$ cat src/sv/stpc_pkg.sv
// shared types and constants for the stepper target position controller
`default_nettype none

package stpc_pkg;

  // field widths
  localparam int unsigned KIND_W   = 3;
  localparam int unsigned TGT_W    = 10;
  localparam int unsigned POS_W    = 16;
  localparam int unsigned COIL_W   = 4;
  localparam int unsigned PHASE_W  = 2;
  localparam int unsigned CFG_IX_W = 1;
  localparam int unsigned CFG_W    = 16;

  // configuration reset values
  localparam logic [POS_W-1:0] TARGET_INCREMENT_RST = 16'd1000;
  localparam logic [POS_W-1:0] MAX_POSITION_RST     = 16'd4096;

  // configuration register indexes
  localparam logic [CFG_IX_W-1:0] CFG_TARGET_INCREMENT = 1'b0;
  localparam logic [CFG_IX_W-1:0] CFG_MAX_POSITION     = 1'b1;

  // item kinds
  typedef enum logic [KIND_W-1:0] {
    KIND_TICK       = 3'd0,
    KIND_RIGHT      = 3'd1,
    KIND_LEFT       = 3'd2,
    KIND_STOP       = 3'd3,
    KIND_CALIBRATE  = 3'd4,
    KIND_SET_TARGET = 3'd5
  } kind_t;

endpackage

`default_nettype wire

$ cat src/sv/stepper_target_position_controller_core.sv
// Stepper target position controller: input register, update logic, result register.
// Path: an item transfers into the input register, then moves on to the state/result
// register, where its result is offered; one compare, add and saturate lie between
// the two.
// Throughput: one item per cycle while out_stall is low; the input register takes a new
// item while a result waits; stall reaches upstream only when both registers are full.
// Reset (rst_n low, synchronous): position, target, phase, mode, direction and
// coils clear, increment returns to 1000 and max position to 4096.
`default_nettype none

module stepper_target_position_controller_core (
  input  wire logic                              clk,
  input  wire logic                              rst_n,
  // configuration
  input  wire logic                              cfg_we,
  input  wire logic [stpc_pkg::CFG_IX_W-1:0]     cfg_index,
  input  wire logic [stpc_pkg::CFG_W-1:0]        cfg_wdata,
  // input channel
  input  wire logic                              in_valid,
  output logic                                   in_stall,
  input  wire logic [stpc_pkg::KIND_W-1:0]       in_kind,
  input  wire logic [stpc_pkg::TGT_W-1:0]        in_new_target,
  // result channel
  output logic                                   out_valid,
  input  wire logic                              out_stall,
  output logic [stpc_pkg::COIL_W-1:0]            out_coil_drive,
  output logic [stpc_pkg::POS_W-1:0]             out_position_now,
  output logic [stpc_pkg::POS_W-1:0]             out_target_now,
  output logic                                   out_is_running,
  output logic                                   out_turning_ccw
);

  localparam logic [stpc_pkg::POS_W-1:0] POS_MAX = '1;

  // configuration registers
  logic [stpc_pkg::POS_W-1:0] inc_r;
  logic [stpc_pkg::POS_W-1:0] max_pos_r;

  // input register
  logic                        in_vld_r;
  logic [stpc_pkg::KIND_W-1:0] kind_r;
  logic [stpc_pkg::TGT_W-1:0]  new_tgt_r;

  // controller state, also the result payload
  logic                          out_vld_r;
  logic [stpc_pkg::POS_W-1:0]    position_r, position_nxt;
  logic [stpc_pkg::POS_W-1:0]    goal_r, goal_nxt;
  logic [stpc_pkg::PHASE_W-1:0]  phase_r, phase_nxt;
  logic                          running_r, running_nxt;
  logic                          ccw_r, ccw_nxt;
  logic [stpc_pkg::COIL_W-1:0]   coils_r, coils_nxt;

  logic advance;
  logic in_xfer;

  // step datapath
  logic                          step_ccw;
  logic [stpc_pkg::COIL_W-1:0]   step_coils;
  logic [stpc_pkg::PHASE_W-1:0]  step_phase;
  logic [stpc_pkg::POS_W-1:0]    step_pos;
  logic [stpc_pkg::POS_W:0]      goal_sum;
  logic                          pos_lt, pos_gt, pos_eq, pos_lim;
  logic                          steer_ccw;

  // handshake: the input register moves on when the result register is free
  assign advance  = in_vld_r && (!out_vld_r || !out_stall);
  assign in_stall = in_vld_r && !advance;
  assign in_xfer  = in_valid && !in_stall;

  // configuration writes
  always_ff @(posedge clk) begin
    if (!rst_n) begin
      inc_r     <= stpc_pkg::TARGET_INCREMENT_RST;
      max_pos_r <= stpc_pkg::MAX_POSITION_RST;
    end else if (cfg_we) begin
      case (cfg_index)
        stpc_pkg::CFG_TARGET_INCREMENT: inc_r     <= cfg_wdata;
        stpc_pkg::CFG_MAX_POSITION:     max_pos_r <= cfg_wdata;
        default: ;
      endcase
    end
  end

  // input register
  always_ff @(posedge clk) begin
    if (!rst_n) begin
      in_vld_r <= 1'b0;
    end else if (in_xfer) begin
      in_vld_r <= 1'b1;
    end else if (advance) begin
      in_vld_r <= 1'b0;
    end
  end

  always_ff @(posedge clk) begin
    if (in_xfer) begin
      kind_r    <= in_kind;
      new_tgt_r <= in_new_target;
    end
  end

  // steering compares
  assign pos_lt    = position_r < goal_r;
  assign pos_gt    = position_r > goal_r;
  assign pos_eq    = position_r == goal_r;
  assign pos_lim   = (position_r == '0) || (position_r >= max_pos_r);
  assign steer_ccw = pos_gt ? 1'b1 : (pos_lt ? 1'b0 : ccw_r);

  // one full step in the chosen direction
  always_comb begin
    case (stpc_pkg::kind_t'(kind_r))
      stpc_pkg::KIND_RIGHT: step_ccw = 1'b0;
      stpc_pkg::KIND_LEFT:  step_ccw = 1'b1;
      default:              step_ccw = steer_ccw;
    endcase
  end

  assign step_coils = stpc_pkg::COIL_W'(1) << phase_r;
  assign step_phase = step_ccw ? phase_r - 1'b1 : phase_r + 1'b1;
  assign step_pos   = step_ccw ? ((position_r == '0) ? position_r : position_r - 1'b1)
                               : ((position_r == POS_MAX) ? position_r : position_r + 1'b1);
  assign goal_sum   = {1'b0, goal_r} + {1'b0, inc_r};

  // next state for the item in the input register
  always_comb begin
    position_nxt = position_r;
    goal_nxt     = goal_r;
    phase_nxt    = phase_r;
    running_nxt  = running_r;
    ccw_nxt      = ccw_r;
    coils_nxt    = coils_r;
    case (stpc_pkg::kind_t'(kind_r))
      stpc_pkg::KIND_TICK: begin
        if (running_r) begin
          ccw_nxt = steer_ccw;
          if (pos_eq) begin
            running_nxt = 1'b0;
            coils_nxt   = '0;
          end else if (pos_lim) begin
            running_nxt = 1'b0;
          end else begin
            coils_nxt    = step_coils;
            phase_nxt    = step_phase;
            position_nxt = step_pos;
          end
        end
      end
      stpc_pkg::KIND_RIGHT: begin
        ccw_nxt      = 1'b0;
        running_nxt  = 1'b1;
        coils_nxt    = step_coils;
        phase_nxt    = step_phase;
        position_nxt = step_pos;
        goal_nxt     = goal_sum[stpc_pkg::POS_W] ? POS_MAX : goal_sum[stpc_pkg::POS_W-1:0];
      end
      stpc_pkg::KIND_LEFT: begin
        ccw_nxt      = 1'b1;
        phase_nxt    = step_phase;
        position_nxt = step_pos;
        if (goal_r >= inc_r) begin
          running_nxt = 1'b1;
          coils_nxt   = step_coils;
          goal_nxt    = goal_r - inc_r;
        end else begin
          // target would go below zero: hold at the new position
          running_nxt = 1'b0;
          coils_nxt   = '0;
          goal_nxt    = step_pos;
        end
      end
      stpc_pkg::KIND_STOP: begin
        running_nxt = 1'b0;
        goal_nxt    = position_r;
        coils_nxt   = '0;
      end
      stpc_pkg::KIND_CALIBRATE: begin
        position_nxt = '0;
        goal_nxt     = '0;
      end
      stpc_pkg::KIND_SET_TARGET: begin
        running_nxt = 1'b1;
        goal_nxt    = stpc_pkg::POS_W'(new_tgt_r);
      end
      default: ;
    endcase
  end

  // state and result register
  always_ff @(posedge clk) begin
    if (!rst_n) begin
      out_vld_r  <= 1'b0;
      position_r <= '0;
      goal_r     <= '0;
      phase_r    <= '0;
      running_r  <= 1'b0;
      ccw_r      <= 1'b0;
      coils_r    <= '0;
    end else begin
      if (advance) begin
        out_vld_r  <= 1'b1;
        position_r <= position_nxt;
        goal_r     <= goal_nxt;
        phase_r    <= phase_nxt;
        running_r  <= running_nxt;
        ccw_r      <= ccw_nxt;
        coils_r    <= coils_nxt;
      end else if (!out_stall) begin
        out_vld_r  <= 1'b0;
      end
    end
  end

  // result ports
  assign out_valid        = out_vld_r;
  assign out_coil_drive   = coils_r;
  assign out_position_now = position_r;
  assign out_target_now   = goal_r;
  assign out_is_running   = running_r;
  assign out_turning_ccw  = ccw_r;

`ifndef SYNTH
  // coils carry at most one energized phase
  a_coils_onehot: assert property (@(posedge clk) disable iff (!rst_n)
    $onehot0(coils_r))
    else $error("more than one coil driven");

  // a tick while stopped leaves position and coils alone
  a_idle_tick: assert property (@(posedge clk) disable iff (!rst_n)
    (advance && kind_r == stpc_pkg::KIND_TICK && !running_r)
      |=> ($stable(position_r) && $stable(coils_r) && !running_r))
    else $error("tick moved a stopped motor");

  // stop parks the target on the position
  a_stop_parks: assert property (@(posedge clk) disable iff (!rst_n)
    (advance && kind_r == stpc_pkg::KIND_STOP)
      |=> (!running_r && goal_r == position_r && coils_r == '0))
    else $error("stop did not park");

  // a held result keeps the state registers frozen
  a_hold_result: assert property (@(posedge clk) disable iff (!rst_n)
    (out_vld_r && out_stall)
      |=> ($stable(position_r) && $stable(goal_r) && $stable(phase_r)))
    else $error("state changed under a stalled result");

  // a pending item waits in the input register while the result is stalled
  a_hold_input: assert property (@(posedge clk) disable iff (!rst_n)
    (in_vld_r && out_vld_r && out_stall) |=> (in_vld_r && $stable(kind_r)))
    else $error("pending item lost");
`endif

endmodule

`default_nettype wire

$ cat config.mk
export PLATFORM = sky130hd
export DESIGN_NAME = stepper_target_position_controller_core
export DESIGN_NICKNAME = d
export VERILOG_FILES = /design/src/sv/stpc_pkg.sv /design/src/sv/stepper_target_position_controller_core.sv
export SDC_FILE = /design/constraint.sdc
export NUM_CORES = 1
export LEC_CHECK = 0
export BUFFER_PORTS_ARGS = -buffer_cell sky130_fd_sc_hd__buf_2
export CORE_MARGIN = 1.5
export CORE_UTILIZATION = 50
export CTS_CLUSTER_DIAMETER = 120
export CTS_CLUSTER_SIZE = 16
export DETAILED_ROUTE_END_ITERATION = 10
export HOLD_SLACK_MARGIN = 0.08
export PLACE_DENSITY = 0.7
export SYNTH_ARGS = -nofsm -noshare
export SYNTH_HDL_FRONTEND = slang
export SYNTH_SLANG_ARGS = --single-unit
$ cat constraint.sdc
create_clock -name clk -period 3.3 [get_ports clk]
set_input_delay 0.165 -clock clk [delete_from_list [all_inputs] [get_ports clk]]
set_output_delay 0.165 -clock clk [all_outputs]
set_load 0.02 [all_outputs]
==> flow_summary.json, run 1 <==
{
  "ys_types": 80,
  "die_area_um2": 14510,
  "core_um2": 13350,
  "min-delay-start": "cfg_wdata[13]",
  "io_buffers": 74,
  "nets": 1113,
  "grt_overflow": 0,
  "netlist_area_um2": 6900,
  "leakage_nw": 3.660,
  "crit_arrival_ns": 3.39,
  "wl_per_cell_um": 18.50,
  "fin_crit_ns": 3.143,
  "grt-busiest-layer": "met2",
  "skew_ns": 0.007028,
  "yosysTopAreaCellShare_pct": 21.47,
  "status": "finished clean",
  "syn_to_final_growth_pct": 22.14,
  "fmax_ghz": 0.3182,
  "critical_path_required_ns": 3.55,
  "setup_ws_ns": 0.1574,
  "cts_root_buf": "clkbuf_16",
  "cts_buffers": 9,
  "reg2reg_from": "out_target_now[1]",
  "grtUsageMet3_pct": 5.000,
  "grtUsageMet1_pct": 41.31,
  "grt_start_max_net_pins": 53,
  "synth_most_common_cell": "nand2_1",
  "die_height_um": 120.5,
  "yosysSeqAreaShare_pct": 27.13,
  "yosysWarnings": 0,
  "core.rowCount": 42,
  "drc": 0,
  "hold_path.class": "in -> reg",
  "clk_latency_ns": 0.35,
  "io_pins": 75,
  "synth_nets": 988,
  "crit_start": "out_target_now[1]",
  "cts_sinks": 87,
  "tns_ns": 0,
  "crit_fanout": 4,
  "final-setup-viol-count": 0,
  "cts_tree": "built",
  "whs_ns": 0.08493,
  "vias": 7032,
  "antenna_found_initial": 0,
  "finalWirelength_um": 22000,
  "fin_util_pct": 63.14,
  "fin_crit_sh_pct": 95.23,
  "syn_area_per_cell_um2": 7.815,
  "multi_input_area_um2": 4613,
  "drtIter0Drc": 702,
  "dp_hpwl_um": 16720,
  "path_clk_slew_ns": 0.07,
  "p_total_w": 0.003168,
  "place.gp.congestion": 0.9819,
  "hold_violations": 0,
  "endpoint_kind": "flip-flop",
  "nFillCells": 1219,
  "ys_ff_latch": 87,
  "async_flop_share_pct": 0,
  "detailedPlace.worstSlack_ns": -0.02190,
  "cts_buffer_depth": 2,
  "worstMarginPinSlew_ns": 1.091,
  "drive_gt1_share_pct": 18.26,
  "seq_area_um2": 1872,
  "slew_viol_final": 0,
  "start_kind": "flip-flop",
  "first_pass_iters": 5,
  "synthFlopType": "dfxtp_1",
  "grt_pass1_vias": 6512,
  "use_met2_pct": 48.54,
  "cts-htree-levels": 3,
  "worst-setup-path-type": "reg -> reg",
  "synth_common_cells": "123 x nand2_1, 74 x dfxtp_1, 69 x inv_1",
  "syn_inst": 883,
  "grt_pass1_wl_um": 34040,
  "viasPerCell": 5.914,
  "track_usage_pct": 30.41,
  "diodes": 0,
  "synth-edff-count": 13,
  "maxSlewHeadroom_pct": 27.14,
  "start_util_pct": 51.70,
  "ir_worst_vdd_uv": 301.0,
  "synth_largest_area_cell": "dfxtp_1",
  "drtAntennaViolNets": 0,
  "pwr_density_cell_nw_per_um2": 375.9,
  "die_w_um": 120.5,
  "synth_area_leaders": "dfxtp_1 21%, ha_1 12%, nand2_1 6.7%, edfxtp_1 5.7%, a21oi_1 3.8%",
  "drv_cap": 0
}
==> layout make-up <==
| cell class | count | share of cell area, % |
|---|---|---|
| Inverter | 72 | 3.207 |
| Sequential cell | 87 | 22.21 |
| Clock buffer | 10 | 2.969 |
| Clock inverter | 6 | 0.6977 |
| Multi-Input combinational cell | 672 | 54.74 |
| Timing Repair Buffer | 166 | 13.57 |
| Tap cell | 176 | 2.613 |
==> registers in the layout (all words and copies together) (netlist names) <==
register / cells
in_vld_r: 1
inc_r: 16
kind_r: 3
max_pos_r: 16
new_tgt_r: 10
out_coil_drive: 4
out_is_running: 1
out_position_now: 16
out_target_now: 16
out_turning_ccw: 1
out_valid: 1
phase_r: 2
==> repair_timing <==
| action | in CTS | in global routing |
|---|---|---|
| resized for setup | 0 | 13 |
| setup buffers | 1 | 1 |
| setup endpoints to repair | 3 | 20 |
| pin swaps | 1 | 2 |
| hold buffers | 28 | 0 |
| hold endpoints to repair | 35 | 0 |
==> placed cells by master, fill, tap and decap left out, types with 5 or more instances in the layout <==
| cell | synthesis | final |
|---|---|---|
| nand2_1 | 123 | 123 |
| dfxtp_1 | 74 | 74 |
| buf_2 | 13 | 74 |
| inv_1 | 69 | 69 |
| ha_1 | 68 | 68 |
| nor2_1 | 65 | 65 |
| buf_4 | 0 | 63 |
| a21oi_1 | 52 | 51 |
| o21ai_0 | 34 | 34 |
| dlygate4sd3_1 | 0 | 28 |
| a21boi_0 | 27 | 27 |
| nand3_1 | 26 | 26 |
| xnor2_1 | 23 | 23 |
| nor3_1 | 18 | 18 |
| nor2b_1 | 16 | 16 |
| o211ai_1 | 15 | 15 |
| a22o_1 | 14 | 14 |
| edfxtp_1 | 13 | 13 |
| and2_1 | 12 | 11 |
| nand4_1 | 10 | 10 |
| a22oi_1 | 10 | 10 |
| clkbuf_16 | 0 | 10 |
| xor2_1 | 9 | 9 |
| a21o_1 | 8 | 8 |
| a31oi_1 | 8 | 8 |
| a221oi_1 | 9 | 8 |
| and3_1 | 7 | 7 |
| nand2b_1 | 7 | 7 |
| nor4_1 | 7 | 6 |
| o31ai_1 | 6 | 6 |
| o21a_1 | 5 | 5 |
==> kinds of logic after synthesis <==
kind of cell,Yosys count,synth area share (%)
fa+ha+maj,70,12.91
compound gates,246,25.86
xor+xnor,32,4.062
buf+inv,124,7.090
flops,87,27.13
simple gates,319,22.23
mux,5,0.7253
==> worst paths after layout <==
path | to | slack (ns) | cells past startpoint
worst max-delay path | out_target_now[15] | 0.16 | 12
worst min-delay path | inc_r[13] | 0.08 | 3
worst max register to register | out_target_now[15] | 0.16 | 12
worst min register to register | max_pos_r[15] | 0.46 | 2
==> metrics by stage <==
step                instances  instance area (um^2)
floorplan                 883                  6900
global placement         1143                  7737
detailed placement       1143                  7737
CTS                      1188                  8347
global route             1189                  8428
finish                   1189                  8428
==> power by group <==
part           switching (W)  internal (W)  total (W)
sequential         0.0000325       0.00112    0.00115
combinational       0.000559      0.000388   0.000947
clock               0.000490      0.000577    0.00107
total                0.00108       0.00209    0.00317
==> metal layers <==
metal | up-vias | share of wire [%]
li1 | 3399 | -
met1 | 3301 | 44
met2 | 277 | 46
met3 | 55 | 7.4
met4 | 0 | 3.0
met5 | - | 0
==> critical path: stages (launching register included) <==
cell and delay, ns:
dfxtp_1 0.34, buf_4 0.16, ha_1 0.33, nor2b_1 0.16
o31a_1 0.28, o41ai_1 0.31, buf_4 0.19, o21ai_0 0.18
a41o_1 0.30, a21oi_1 0.18, xnor2_1 0.16, a221oi_1 0.10
o41ai_1 0.34
No activity file was read; power rests on OpenSTA's default activity.
==> run 2: changes to the inputs <==
--- a/config.mk
+++ b/config.mk
@@ -12,6 +12,7 @@
 export CTS_CLUSTER_SIZE = 16
 export DETAILED_ROUTE_END_ITERATION = 10
 export HOLD_SLACK_MARGIN = 0.08
+export MAX_ROUTING_LAYER = met4
 export PLACE_DENSITY = 0.7
 export SYNTH_ARGS = -nofsm -noshare
 export SYNTH_HDL_FRONTEND = slang
==> flow_summary.json, run 2 (same netlist as run 1, synthesis figures left out) <==
{
  "cts_buffer_depth": 2,
  "start_util_pct": 51.70,
  "io_pins": 75,
  "ff2ff_setup_slack_ns": 0.16,
  "cts_sinks": 87,
  "r2r_end": "out_coil_drive[3]",
  "drv_cap": 0,
  "io_buffers": 74,
  "grt_start_max_net_pins": 53,
  "min-delay-start": "out_stall",
  "worstHoldPathCells": 3,
  "crit_chain": "inv_1 -> ha_1 -> inv_1 -> fa_1 -> a211oi_2 -> o21ai_1 -> a2111oi_4 -> nor4_2 -> o211a_2 -> mux2i_1 -> nand2_1 -> nand4_1 -> a2bb2o_1",
  "seq_area_um2": 1879,
  "endpoint_kind": "flip-flop",
  "drtAntennaViolNets": 0,
  "multi_input_area_um2": 4637,
  "syn_to_final_growth_pct": 21.94,
  "finalWirelength_um": 22120,
  "nets": 1113,
  "core_um2": 13350,
  "path_clk_slew_ns": 0.07,
  "fin_crit_ns": 3.138,
  "skew_ns": 0.01222,
  "start_kind": "flip-flop",
  "drc": 0,
  "core.rowCount": 42,
  "place.gp.congestion": 0.9722,
  "worst_path_most_repeated_cell": "inv_1",
  "worstMarginPinSlew_ns": 1.180,
  "dpl.cell_count": 1140,
  "crit_start": "out_target_now[0]",
  "status": "finished clean",
  "slew_viol_final": 0,
  "clk_latency_ns": 0.37,
  "cts_buffers": 9,
  "pwr_density_cell_nw_per_um2": 369.2,
  "setup_ws_ns": 0.1622,
  "die_w_um": 120.5,
  "cpPeakStageDelay_ns": 0.43,
  "crit_fanout": 6,
  "crit_arrival_ns": 3.39,
  "drtIter0Drc": 692,
  "grt_overflow": 0,
  "antenna_found_initial": 0,
  "min_to": "out_valid",
  "grt_pass1_wl_um": 33980,
  "fin_crit_sh_pct": 95.09,
  "nFillCells": 1222,
  "detailedPlace.worstSlack_ns": -0.03607,
  "fmax_ghz": 0.3187,
  "die_area_um2": 14510,
  "cts_root_buf": "clkbuf_16",
  "maxSlewHeadroom_pct": 21.15,
  "worst-setup-path-type": "reg -> reg",
  "ir_worst_vdd_uv": 289.7,
  "dp_hpwl_um": 16660,
  "layout_common_cells": "123 x nand2_1, 74 x buf_2, 69 x inv_1, 68 x ha_1, 68 x dfxtp_1",
  "reg2reg_from": "out_target_now[0]",
  "viasPerCell": 5.964,
  "cts_tree": "built",
  "ff2ff_path_depth": 13,
  "wl_per_cell_um": 18.60,
  "final_common_cell": "nand2_1",
  "drive_gt1_share_pct": 18.66,
  "first_pass_iters": 5,
  "leakage_nw": 3.632,
  "diodes": 0,
  "critical_path_required_ns": 3.55,
  "cts-htree-levels": 3,
  "hold_violations": 0,
  "track_usage_pct": 31.33,
  "grt_pass1_vias": 6601,
  "die_height_um": 120.5,
  "cp_slowest_cell": "fa_1",
  "final-setup-viol-count": 0,
  "layout.cells.non_filler": 1189,
  "hold_path.class": "in -> reg",
  "vias": 7091
}
-- run 2: worst max path at each step --
stage | endpoint | depth (start not counted)
floorplan | out_target_now[6] | 12
detailed placement | out_target_now[7] | 10
finish | out_coil_drive[3] | 13
global route | out_coil_drive[3] | 13
global placement | out_target_now[7] | 12
CTS | out_target_now[7] | 12
-- run 2: cell type report --
type / count / area share [%]
clock buffer: 10 / 2.721
tap: 176 / 2.617
inverter: 72 / 3.212
clock inverter: 6 / 0.5948
sequential: 87 / 22.33
multi-input combinational: 673 / 55.11
timing repair buffer: 165 / 13.41
-- run 2: through the flow --
stage	area, um^2	hold slack (ns)	utilization, %	total power, W	TNS, ns
after floorplan	6900	0.2639	-	0.001769	0
after global routing	8414	0.1184	63.04	0.003240	-0.006288
after global placement	7715	0.3419	57.80	0.002036	-0.1665
after CTS	8303	0.08092	62.20	0.003064	0
after detailed placement	7715	0.3441	57.80	0.002041	-0.03607
final	8414	0.08505	63.04	0.003107	0
-- run 2: worst max-delay path, delay by kind of cell (launching register included) --
family                   cells  cell delay [ns]
adder cells (fa/ha/maj)      2             0.59
flip-flops                   1             0.36
AND/OR/NAND/NOR              3             0.33
AO/OA/AOI/OAI                5             1.48
multiplexers                 1             0.15
buffers and inverters        2             0.11
-- run 2: metal layers --
metal,part of all wire [%],track usage [%]
met1,44,40.70
met2,44,47.80
met3,7.3,5.283
met4,3.9,14.49
met5,0,-
-- run 2: where the power goes --
group	switching (W)	internal (W)
Clock	0.000480	0.000523
Sequential	0.0000363	0.00112
Combinational	0.000553	0.000391
Total	0.00107	0.00204
-- run 2: timing repair --
item,4_1_cts,5_1_grt
hold buffers,30,0
resized for setup,2,19
endpoints found under the setup margin,4,17
hold endpoints to repair,41,0
cloned,0,1
pin swaps,3,5
setup buffers,0,2
==> run 3: changes to the inputs <==
--- a/config.mk
+++ b/config.mk
@@ -7,13 +7,12 @@
 export LEC_CHECK = 0
 export BUFFER_PORTS_ARGS = -buffer_cell sky130_fd_sc_hd__buf_2
 export CORE_MARGIN = 1.5
-export CORE_UTILIZATION = 50
+export CORE_UTILIZATION = 45
 export CTS_CLUSTER_DIAMETER = 120
 export CTS_CLUSTER_SIZE = 16
 export DETAILED_ROUTE_END_ITERATION = 10
 export HOLD_SLACK_MARGIN = 0.08
 export MAX_ROUTING_LAYER = met4
-export PLACE_DENSITY = 0.7
 export SYNTH_ARGS = -nofsm -noshare
 export SYNTH_HDL_FRONTEND = slang
 export SYNTH_SLANG_ARGS = --single-unit
==> flow_summary.json, run 3 (same netlist as run 1, synthesis figures left out) <==
{
  "min_to": "max_pos_r[0]",
  "wl_per_cell_um": 19.24,
  "p_total_w": 0.003268,
  "nets": 1115,
  "cts_tree": "built",
  "core_um2": 15090,
  "crit_chain": "inv_1 -> ha_1 -> nand4_1 -> or4_4 -> o31ai_4 -> a31o_4 -> mux2i_1 -> xnor2_1 -> a221oi_1 -> a211o_1 -> o21ai_1",
  "core.rowCount": 45,
  "ff2ff_setup_slack_ns": 0.13,
  "leakage_nw": 3.684,
  "antenna_found_initial": 0,
  "grt_pass1_vias": 6472,
  "cts_root_buf": "clkbuf_16",
  "drv_cap": 0,
  "setup_ws_ns": 0.1316,
  "path_clk_slew_ns": 0.07,
  "clk_latency_ns": 0.35,
  "start_kind": "flip-flop",
  "worstHoldPathCells": 3,
  "syn_to_final_growth_pct": 22.94,
  "drtAntennaViolNets": 0,
  "cts_buffer_depth": 2,
  "finalWirelength_um": 23140,
  "fin_crit_ns": 3.168,
  "worst-setup-path-type": "reg -> reg",
  "diodes": 0,
  "start_util_pct": 45.73,
  "final-setup-viol-count": 0,
  "endpoint_kind": "flip-flop",
  "critPathBufInv": 1,
  "cts_sinks": 87,
  "status": "finished clean",
  "skew_ns": 0.009768,
  "cp_slowest_cell": "or4_4",
  "fin_crit_sh_pct": 96.01,
  "vias": 7000,
  "slew_viol_final": 0,
  "grt_pass1_wl_um": 34950,
  "io_buffers": 74,
  "cp.depth": 11,
  "final_common_cell": "nand2_1",
  "critical_path_required_ns": 3.52,
  "r2r_end": "out_target_now[6]",
  "reg2reg_from": "out_target_now[1]",
  "dp_hpwl_um": 17720,
  "maxSlewHeadroom_pct": 21.14,
  "min-delay-start": "cfg_wdata[0]",
  "worstMarginPinSlew_ns": 1.180,
  "die_height_um": 126.8,
  "grt_start_max_net_pins": 34,
  "crit_fanout": 12,
  "die_w_um": 126.8,
  "cts_buffers": 9,
  "drc": 0,
  "drive_gt1_share_pct": 18.92,
  "multi_input_area_um2": 4646,
  "die_area_um2": 16090,
  "place.gp.congestion": 0.9528,
  "cts-htree-levels": 3,
  "fmax_ghz": 0.3156,
  "crit_arrival_ns": 3.38,
  "drtIter0Drc": 459,
  "layout_common_cells": "123 x nand2_1, 74 x buf_2, 71 x dfxtp_1, 69 x inv_1",
  "io_pins": 75,
  "seq_area_um2": 1876,
  "cp_top_family": "compound AO/OA/AOI/OAI gates",
  "design_area_um2": 8483,
  "placed_area_um2": 7775,
  "ff2ff_path_depth": 11,
  "hold_path.class": "in -> reg",
  "whs_ns": 0.08458,
  "cpPeakStageDelay_ns": 0.57,
  "crit_start": "out_target_now[1]",
  "nFillCells": 1484,
  "track_usage_pct": 29.06,
  "detailedPlace.worstSlack_ns": -0.01641,
  "grt_overflow": 0,
  "ir_worst_vdd_uv": 248.0,
  "hold_violations": 0,
  "pwr_density_cell_nw_per_um2": 385.3,
  "viasPerCell": 5.819,
  "first_pass_iters": 5
}
==> run 3: where the power goes <==
| part | leakage (nW) | internal, W | switching [W] |
|---|---|---|---|
| registers | 0.731 | 0.00112 | 0.0000381 |
| logic | 2.79 | 0.000395 | 0.000559 |
| clock network | 0.158 | 0.000691 | 0.000462 |
| total | 3.68 | 0.00221 | 0.00106 |
==> run 3: routing by layer <==
layer	track usage (%)	wire, um
met5	-	0
met4	9.158	564
met3	4.766	1078
met2	45.59	10530
met1	38.38	10970
==> run 3: per-stage QoR <==
stage	std cells	TNS, ns	utilization [%]
global route	1203	-0.001462	56.22
global placement	1158	0	51.53
CTS	1198	0	55.29
finish	1203	0	56.22
detailed placement	1158	-0.02962	51.53
floorplan	883	0	-
==> run 3: area by class of cell <==
type | count | share of cell area (%)
multi-input cells | 673 | 54.76
flip-flops and latches | 87 | 22.11
repair buffers | 167 | 13.35
inverters | 72 | 3.186
clock buffers | 12 | 2.906
well taps | 188 | 2.773
clock inverters | 4 | 0.9145
==> run 3: worst register-to-register path: stages (launching register included) <==
cell and delay [ns]:
dfxtp_1 0.38, inv_1 0.11, ha_1 0.30, nand4_1 0.14, or4_4 0.57, o31ai_4 0.28
a31o_4 0.24, mux2i_1 0.37, xnor2_1 0.11, a221oi_1 0.33, a211o_1 0.15, o21ai_1 0.05
==> run 3: worst max path at each step <==
stage	endpoint	slack [ns]
CTS	out_target_now[7]	0.02
detailed placement	out_coil_drive[3]	-0.02
finish	out_target_now[6]	0.13
global route	out_coil_drive[3]	-0.001
floorplan	out_target_now[6]	0.23
global placement	out_target_now[7]	0.03
==> run 3: what timing repair did <==
item | 4_1_cts | 5_1_grt
hold buffers | 24 | 0
endpoints found under the setup margin | 4 | 18
pin swaps | 0 | 7
resized for setup | 2 | 17
setup buffers | 0 | 4
gates cloned | 0 | 1
hold endpoints to repair | 28 | 0
